$ cat config.mk
export PLATFORM = sky130hd
export DESIGN_NAME = header_field_scanner
export DESIGN_NICKNAME = d
export VERILOG_FILES = /design/src/hw/rtl/hfs_pkg.sv /design/src/hw/rtl/header_field_scanner.sv
export SDC_FILE = /design/constraint.sdc
export NUM_CORES = 1
export LEC_CHECK = 0
export ABC_CLOCK_PERIOD_IN_PS = 8200
export BUFFER_PORTS_ARGS = -buffer_cell sky130_fd_sc_hd__buf_2
export CAP_MARGIN = 10
export CORE_ASPECT_RATIO = 0.9
export CORE_MARGIN = 2
export CORE_UTILIZATION = 53
export DETAILED_ROUTE_END_ITERATION = 10
export PLACE_DENSITY = 0.76
export SETUP_SLACK_MARGIN = 0.5
export SYNTH_ARGS = -nofsm -noshare
export SYNTH_HDL_FRONTEND = slang
export SYNTH_SLANG_ARGS = --single-unit
$ cat constraint.sdc
create_clock -name clk -period 8.2 [get_ports clk]
set_input_delay 0.41 -clock clk [delete_from_list [all_inputs] [get_ports clk]]
set_output_delay 0.41 -clock clk [all_outputs]
set_load 0.02 [all_outputs]
$ cat src/hw/rtl/hfs_pkg.sv
package hfs_pkg;

  typedef enum logic [2:0] {
    PH_HEAD0,
    PH_HEAD1,
    PH_SIZE,
    PH_SKIP,
    PH_CONTENT,
    PH_DONE
  } phase_t;

  // result status codes
  localparam logic [1:0] ST_FOUND     = 2'd0;
  localparam logic [1:0] ST_NOT_FOUND = 2'd1;
  localparam logic [1:0] ST_TOO_LONG  = 2'd2;

  // configuration register indexes
  localparam logic REG_SEARCH_TYPE = 1'b0;
  localparam logic REG_SCAN_LENGTH = 1'b1;

  // length nibble escapes for explicit size bytes
  localparam logic [3:0] LEN_ONE_BYTE   = 4'hD;
  localparam logic [3:0] LEN_TWO_BYTES  = 4'hE;
  localparam logic [3:0] LEN_FOUR_BYTES = 4'hF;

  localparam logic [31:0] MAX_VALUE_BYTES = 32'd4;
  localparam logic [31:0] POS_MAX         = 32'hFFFF_FFFF;

endpackage

$ cat src/hw/rtl/header_field_scanner.sv
// output: a result is loaded into the output register when the byte that
// completes it is accepted
// throughput: one byte per cycle; the per-byte field decode and the output register
// set the rate, and input ready drops only while a result waits unaccepted
// reset: synchronous active-high rst clears the scan state, both config registers
// and the output valid
module header_field_scanner (
  input  logic        clk,
  input  logic        rst,
  input  logic        cfg_we,
  input  logic        cfg_index,
  input  logic [31:0] cfg_data,
  input  logic        in_valid,
  output logic        in_ready,
  input  logic [7:0]  data_byte,
  input  logic        last_byte,
  output logic        out_valid,
  input  logic        out_ready,
  output logic [1:0]  status,
  output logic [31:0] field_offset,
  output logic [31:0] content_offset,
  output logic [31:0] content_size,
  output logic [31:0] field_value
);

  logic [15:0] search_type;
  logic [31:0] scan_length;

  hfs_pkg::phase_t phase, phase_next;
  logic [31:0] position, position_next;
  logic [2:0]  header_index, header_index_next;
  logic        match_flag, match_flag_next;
  logic [31:0] size_accumulator, size_accumulator_next;
  logic [31:0] skip_remaining, skip_remaining_next;
  logic [31:0] head_position, head_position_next;
  logic [31:0] value_accumulator, value_accumulator_next;
  logic [2:0]  content_remaining, content_remaining_next;
  logic [31:0] start_position, start_position_next;

  logic        in_accept;
  logic        emit;
  logic [1:0]  emit_status;
  logic [31:0] emit_field_offset;
  logic [31:0] emit_content_offset;
  logic [31:0] emit_content_size;
  logic [31:0] emit_value;
  logic [31:0] pos_inc;
  logic        hdr_done;
  logic [31:0] size_new;
  logic [31:0] value_new;

  assign in_ready  = !out_valid || out_ready;
  assign in_accept = in_valid && in_ready;
  assign pos_inc   = (position == hfs_pkg::POS_MAX) ? position : position + 32'd1;

  always_comb begin
    phase_next             = phase;
    position_next          = pos_inc;
    header_index_next      = header_index;
    match_flag_next        = match_flag;
    size_accumulator_next  = size_accumulator;
    skip_remaining_next    = skip_remaining;
    head_position_next     = head_position;
    value_accumulator_next = value_accumulator;
    content_remaining_next = content_remaining;
    start_position_next    = start_position;
    emit                   = 1'b0;
    emit_status            = hfs_pkg::ST_NOT_FOUND;
    emit_field_offset      = '0;
    emit_content_offset    = '0;
    emit_content_size      = '0;
    emit_value             = '0;
    hdr_done               = 1'b0;
    size_new               = size_accumulator;
    value_new              = {value_accumulator[23:0], data_byte};

    unique case (phase)
      hfs_pkg::PH_HEAD0: begin
        if (position >= scan_length) begin
          emit       = 1'b1;
          phase_next = hfs_pkg::PH_DONE;
        end else begin
          head_position_next = position;
          match_flag_next    = (data_byte == search_type[15:8]);
          phase_next         = hfs_pkg::PH_HEAD1;
        end
      end
      hfs_pkg::PH_HEAD1: begin
        match_flag_next       = match_flag && (data_byte[7:4] == search_type[7:4]);
        size_accumulator_next = '0;
        unique case (data_byte[3:0])
          hfs_pkg::LEN_ONE_BYTE: begin
            header_index_next = 3'd1;
            phase_next        = hfs_pkg::PH_SIZE;
          end
          hfs_pkg::LEN_TWO_BYTES: begin
            header_index_next = 3'd2;
            phase_next        = hfs_pkg::PH_SIZE;
          end
          hfs_pkg::LEN_FOUR_BYTES: begin
            header_index_next = 3'd4;
            phase_next        = hfs_pkg::PH_SIZE;
          end
          default: begin
            size_new              = {28'd0, data_byte[3:0]};
            size_accumulator_next = size_new;
            hdr_done              = 1'b1;
          end
        endcase
      end
      hfs_pkg::PH_SIZE: begin
        size_new              = {size_accumulator[23:0], data_byte};
        size_accumulator_next = size_new;
        header_index_next     = header_index - 3'd1;
        if (header_index == 3'd1) begin
          hdr_done = 1'b1;
        end
      end
      hfs_pkg::PH_SKIP: begin
        skip_remaining_next = skip_remaining - 32'd1;
        if (skip_remaining == 32'd1) begin
          phase_next = hfs_pkg::PH_HEAD0;
        end
      end
      hfs_pkg::PH_CONTENT: begin
        value_accumulator_next = value_new;
        content_remaining_next = content_remaining - 3'd1;
        if (content_remaining == 3'd1) begin
          emit                = 1'b1;
          emit_status         = hfs_pkg::ST_FOUND;
          emit_field_offset   = head_position;
          emit_content_offset = start_position;
          emit_content_size   = size_accumulator;
          emit_value          = value_new;
          phase_next          = hfs_pkg::PH_DONE;
        end
      end
      default: begin
      end
    endcase

    // header complete: either report, read up to four content bytes, or skip
    if (hdr_done) begin
      if (match_flag_next) begin
        start_position_next = pos_inc;
        if (size_new > hfs_pkg::MAX_VALUE_BYTES) begin
          emit                = 1'b1;
          emit_status         = hfs_pkg::ST_TOO_LONG;
          emit_field_offset   = head_position;
          emit_content_offset = pos_inc;
          emit_content_size   = size_new;
          phase_next          = hfs_pkg::PH_DONE;
        end else if (size_new == 32'd0) begin
          emit                = 1'b1;
          emit_status         = hfs_pkg::ST_FOUND;
          emit_field_offset   = head_position;
          emit_content_offset = pos_inc;
          phase_next          = hfs_pkg::PH_DONE;
        end else begin
          content_remaining_next = size_new[2:0];
          value_accumulator_next = '0;
          phase_next             = hfs_pkg::PH_CONTENT;
        end
      end else begin
        skip_remaining_next = size_new;
        phase_next = (size_new != 32'd0) ? hfs_pkg::PH_SKIP : hfs_pkg::PH_HEAD0;
      end
    end

    // end of stream: report not found if nothing was reported, then restart
    if (last_byte) begin
      if (!emit && phase_next != hfs_pkg::PH_DONE) begin
        emit = 1'b1;
      end
      phase_next             = hfs_pkg::PH_HEAD0;
      position_next          = '0;
      header_index_next      = '0;
      match_flag_next        = 1'b0;
      size_accumulator_next  = '0;
      skip_remaining_next    = '0;
      head_position_next     = '0;
      value_accumulator_next = '0;
      content_remaining_next = '0;
      start_position_next    = '0;
    end
  end

  always_ff @(posedge clk) begin
    if (rst) begin
      search_type <= '0;
      scan_length <= '0;
    end else if (cfg_we) begin
      unique case (cfg_index)
        hfs_pkg::REG_SEARCH_TYPE: search_type <= cfg_data[15:0];
        hfs_pkg::REG_SCAN_LENGTH: scan_length <= cfg_data;
        default: begin
        end
      endcase
    end
  end

  always_ff @(posedge clk) begin
    if (rst) begin
      phase             <= hfs_pkg::PH_HEAD0;
      position          <= '0;
      header_index      <= '0;
      match_flag        <= 1'b0;
      size_accumulator  <= '0;
      skip_remaining    <= '0;
      head_position     <= '0;
      value_accumulator <= '0;
      content_remaining <= '0;
      start_position    <= '0;
    end else if (in_accept) begin
      phase             <= phase_next;
      position          <= position_next;
      header_index      <= header_index_next;
      match_flag        <= match_flag_next;
      size_accumulator  <= size_accumulator_next;
      skip_remaining    <= skip_remaining_next;
      head_position     <= head_position_next;
      value_accumulator <= value_accumulator_next;
      content_remaining <= content_remaining_next;
      start_position    <= start_position_next;
    end
  end

  // output register, refilled in the same cycle its transaction completes
  always_ff @(posedge clk) begin
    if (rst) begin
      out_valid <= 1'b0;
    end else if (in_accept && emit) begin
      out_valid <= 1'b1;
    end else if (out_ready) begin
      out_valid <= 1'b0;
    end
  end

  always_ff @(posedge clk) begin
    if (in_accept && emit) begin
      status         <= emit_status;
      field_offset   <= emit_field_offset;
      content_offset <= emit_content_offset;
      content_size   <= emit_content_size;
      field_value    <= emit_value;
    end
  end

  a_status_code: assert property (@(posedge clk) disable iff (rst)
    out_valid |-> (status == hfs_pkg::ST_FOUND || status == hfs_pkg::ST_NOT_FOUND ||
                   status == hfs_pkg::ST_TOO_LONG))
    else $error("undefined status code on output");

  a_value_zero: assert property (@(posedge clk) disable iff (rst)
    (out_valid && status != hfs_pkg::ST_FOUND) |-> (field_value == 32'd0))
    else $error("nonzero value with non-found status");

  a_not_found_zero: assert property (@(posedge clk) disable iff (rst)
    (out_valid && status == hfs_pkg::ST_NOT_FOUND) |->
      (field_offset == 32'd0 && content_offset == 32'd0 && content_size == 32'd0))
    else $error("not found result carries offsets");

  a_content_count: assert property (@(posedge clk) disable iff (rst)
    (phase == hfs_pkg::PH_CONTENT) |-> (content_remaining != 3'd0 && content_remaining <= 3'd4))
    else $error("content byte count out of range");

  a_skip_count: assert property (@(posedge clk) disable iff (rst)
    (phase == hfs_pkg::PH_SKIP) |-> (skip_remaining != 32'd0))
    else $error("skipping with no bytes left");

endmodule
==> results.cfg <==
[run_status]
status = finished, final reports clean

[synth]
synth-seq-cells = 369
synth_top_family_by_area = compound AO/OA/AOI/OAI gates
synth_edf_count = 130
avgSynthCellArea_sq_um = 9.693
syn_area_sq_um = 16410
syn_inst = 1693
yosys-top-cells-count = dfxtp_1 (239), nand2_1 (214), edfxtp_1 (130), o21ai_0 (129), a21oi_1 (114)
synth_xor_area_frac = 0.02242
synthMuxAreaShare = 0.003050
async_flop_share = 0
ys.flop_type = dfxtp_1
synthTopCellsByArea = dfxtp_1 (29%), edfxtp_1 (24%), a22o_1 (5.8%)
yosysTopAreaCell = dfxtp_1
ys_seq_area_frac = 0.5294
synth_warnings = 0
synth-compound-area-share = 0.2059
synth_cell_types = 82
synth_top_area_share = 0.2916
synthAdderAreaFrac = 0.02973
syn-num-nets = 1779
synth-simple-area-share = 0.1667
yosysMostFrequentCell = dfxtp_1

[routing]
wl_per_cell_um = 20.55
drt_wl_total_um = 46280
via_per_inst = 6.044
firstDrtPassIters = 5
drt_iter0_drc = 1481
route.vias.total = 13610
antenna_left = 0
drc = 0

[setup_path]
cp_slowest_cell = a21oi_4
cp_slowest_stage_delay_ns = 0.95
crit_path_cell_trace = nor3b_1, a32oi_1, nor3_2, inv_1, a31oi_2, a211oi_1, a21oi_4, buf_4
cp-end-kind = flip-flop
rr_worst_depth = 8
critical_path_class = reg2reg
crit_arrival_ns = 5.29
worst-path-buf-inv = 2
r2r_slack_ns = 3.07
start_kind = flip-flop
r2r-end = field_offset[17]
cp_max_fo = 64
rr_startpoint = phase[0]
crit_family = compound AO/OA/AOI/OAI gates
critical_path_required_ns = 8.36

[cts]
cts_tree = built
cts_buffers = 38
cts_sinks = 369
path_clk_slew_ns = 0.06
cts_resized = 0
post-cts-setup-buffers = 0
htreeDepth = 2
clock_path_buffers = 3
cts_hold_buf = 0
root_buffer = clkbuf_16
insertion_delay_ns = 0.54

[final_layout]
area_delta_synth_final_pct = 14.41
final_util = 0.6119
final_cells = 2252
final_cell_area_sq_um = 18780
drive_gt1_frac = 0.1585
nets = 1898

[global_routing]
grt_max_degree = 99
antenna_found_initial = 1
grt_pass1_wl_um = 71100
grtUsageTotal = 0.2819
grt_pass1_vias = 12390
grt.overflow.total = 0

[job]
maxCapViolCount = 0

[die]
dieArea_sq_um = 32390
die_y_um = 170.9
start_util = 0.5349
boundaryPins = 179
core_sq_um = 30680
die_w_um = 189.5
rows = 61

[placement]
dpl_worst_slack_ns = 3.189
place_congestion = 0.9464
dp_hpwl_um = 32060
place_inst = 2180
placed_cell_area_sq_um = 17520
io_buffers = 178

[timing]
tightestPinTransition_ns = 1.360
slew_headroom = 0.09334
slew_viol_final = 0
whs_ns = 0.1220
hold_viol = 0
fmax_ghz = 0.1951
finalSetupViolCount = 0
finalCriticalPeriod_ns = 5.125
fin_setup_tns_ns = 0
rsz0062_at_grt = false
final.period_utilization = 0.6250
fin_skew_ns = 0.01624
worst_slack_ns = 3.075

[min_path]
hold_depth = 3
min-delay-start = cfg_data[18]
hold_path_end = scan_length[18]
hold_path.class = in2reg

[power]
p_comb_frac = 0.097
power_density_nw_per_um2 = 221.5
p_seq_frac = 0.485
p_switching_mw = 1.055
p_leak_nw = 6.953
ir_drop_mv = 0.1384
switching_share = 0.2537
total_power_mw = 4.159
p_clk_frac = 0.418
p_int_mw = 3.104
[how the worst max path moves through the flow]
stage | slack (ns) | to | cells after the start | startpoint
detailed placement | 3.19 | field_offset[19] | 8 | phase[0]
global placement | 3.40 | content_offset[24] | 9 | phase[0]
finish | 3.07 | field_offset[17] | 8 | phase[0]
floorplan | 1.78 | content_offset[0] | 10 | position[0]
global route | 2.90 | content_offset[3] | 8 | phase[0]
CTS | 3.15 | field_offset[19] | 8 | phase[0]
[sequential cells by signal (all words and copies together) (netlist names), 2 cells and up]
signal / flops
position: 32
header_index: 3
skip_remaining: 32
scan_length: 32
content_remaining: 3
size_accumulator: 32
value_accumulator: 24
start_position: 32
field_value: 32
head_position: 32
field_offset: 32
search_type: 12
content_size: 32
status: 2
phase: 3
content_offset: 32
[kinds of logic after synthesis]
group,Yosys count
and+or+nand+nor,560
AOI/OAI and AO/OA,503
DFF,369
buffers and inverters,175
xor gates and xnor gates,42
adders and majority gates,39
muxes,5
[worst reg2reg max path, stage by stage (launching register included)]
cell and delay, ns:
dfxtp_1 0.68, nor3b_1 0.80, a32oi_1 0.26, nor3_2 0.60, inv_1 0.19, a31oi_2 0.31, a211oi_1 0.15, a21oi_4 0.95
buf_4 0.77
[power by group through the flow]
| stage | Clock, mW | Sequential [mW] | Combinational, mW |
|---|---|---|---|
| 2_1_floorplan | 0 | 2.13 | 0.192 |
| 3_3_place_gp | 0 | 2.05 | 0.396 |
| 3_5_place_dp | 0 | 2.06 | 0.399 |
| 4_1_cts | 1.76 | 2.02 | 0.402 |
| 5_1_grt | 1.83 | 2.02 | 0.434 |
| 6_report | 1.74 | 2.02 | 0.404 |
[placed cells by master (no fill, tap or decap), drive strengths merged, types with 16 or more instances in the layout]
master,synthesis,final
a22o,108,108
o22ai,16,16
dfxtp,239,239
a22oi,58,58
and2,42,42
buf,23,201
or3,23,23
nand4,22,22
edfxtp,130,130
o21ai,132,132
nor3,21,21
xnor2,27,27
nand2,214,214
ha,39,39
nand3,29,29
nor4,17,17
clkbuf,99,55
inv,53,56
nor2,109,109
a21oi,114,114
nor2b,36,36
[layer usage]
metal,routed length [um],up-vias,GRT usage
met5,0,-,0
met4,863,0,0.06943
met3,5256,72,0.06646
met2,18910,724,0.3878
met1,21250,6459,0.4407
li1,-,6357,-
[layout make-up]
type / instances / area (sq um)
repair buffers: 201 / 1064
diodes: 1 / 2.502
flip-flops and latches: 369 / 8688
inverters: 53 / 198.9
multi-input cells: 1149 / 7063
clock buffers: 55 / 1076
well taps: 409 / 511.7
fillers: 2620 / 11910
clock inverters: 15 / 171.4
(Power assumes the default switching activity.)
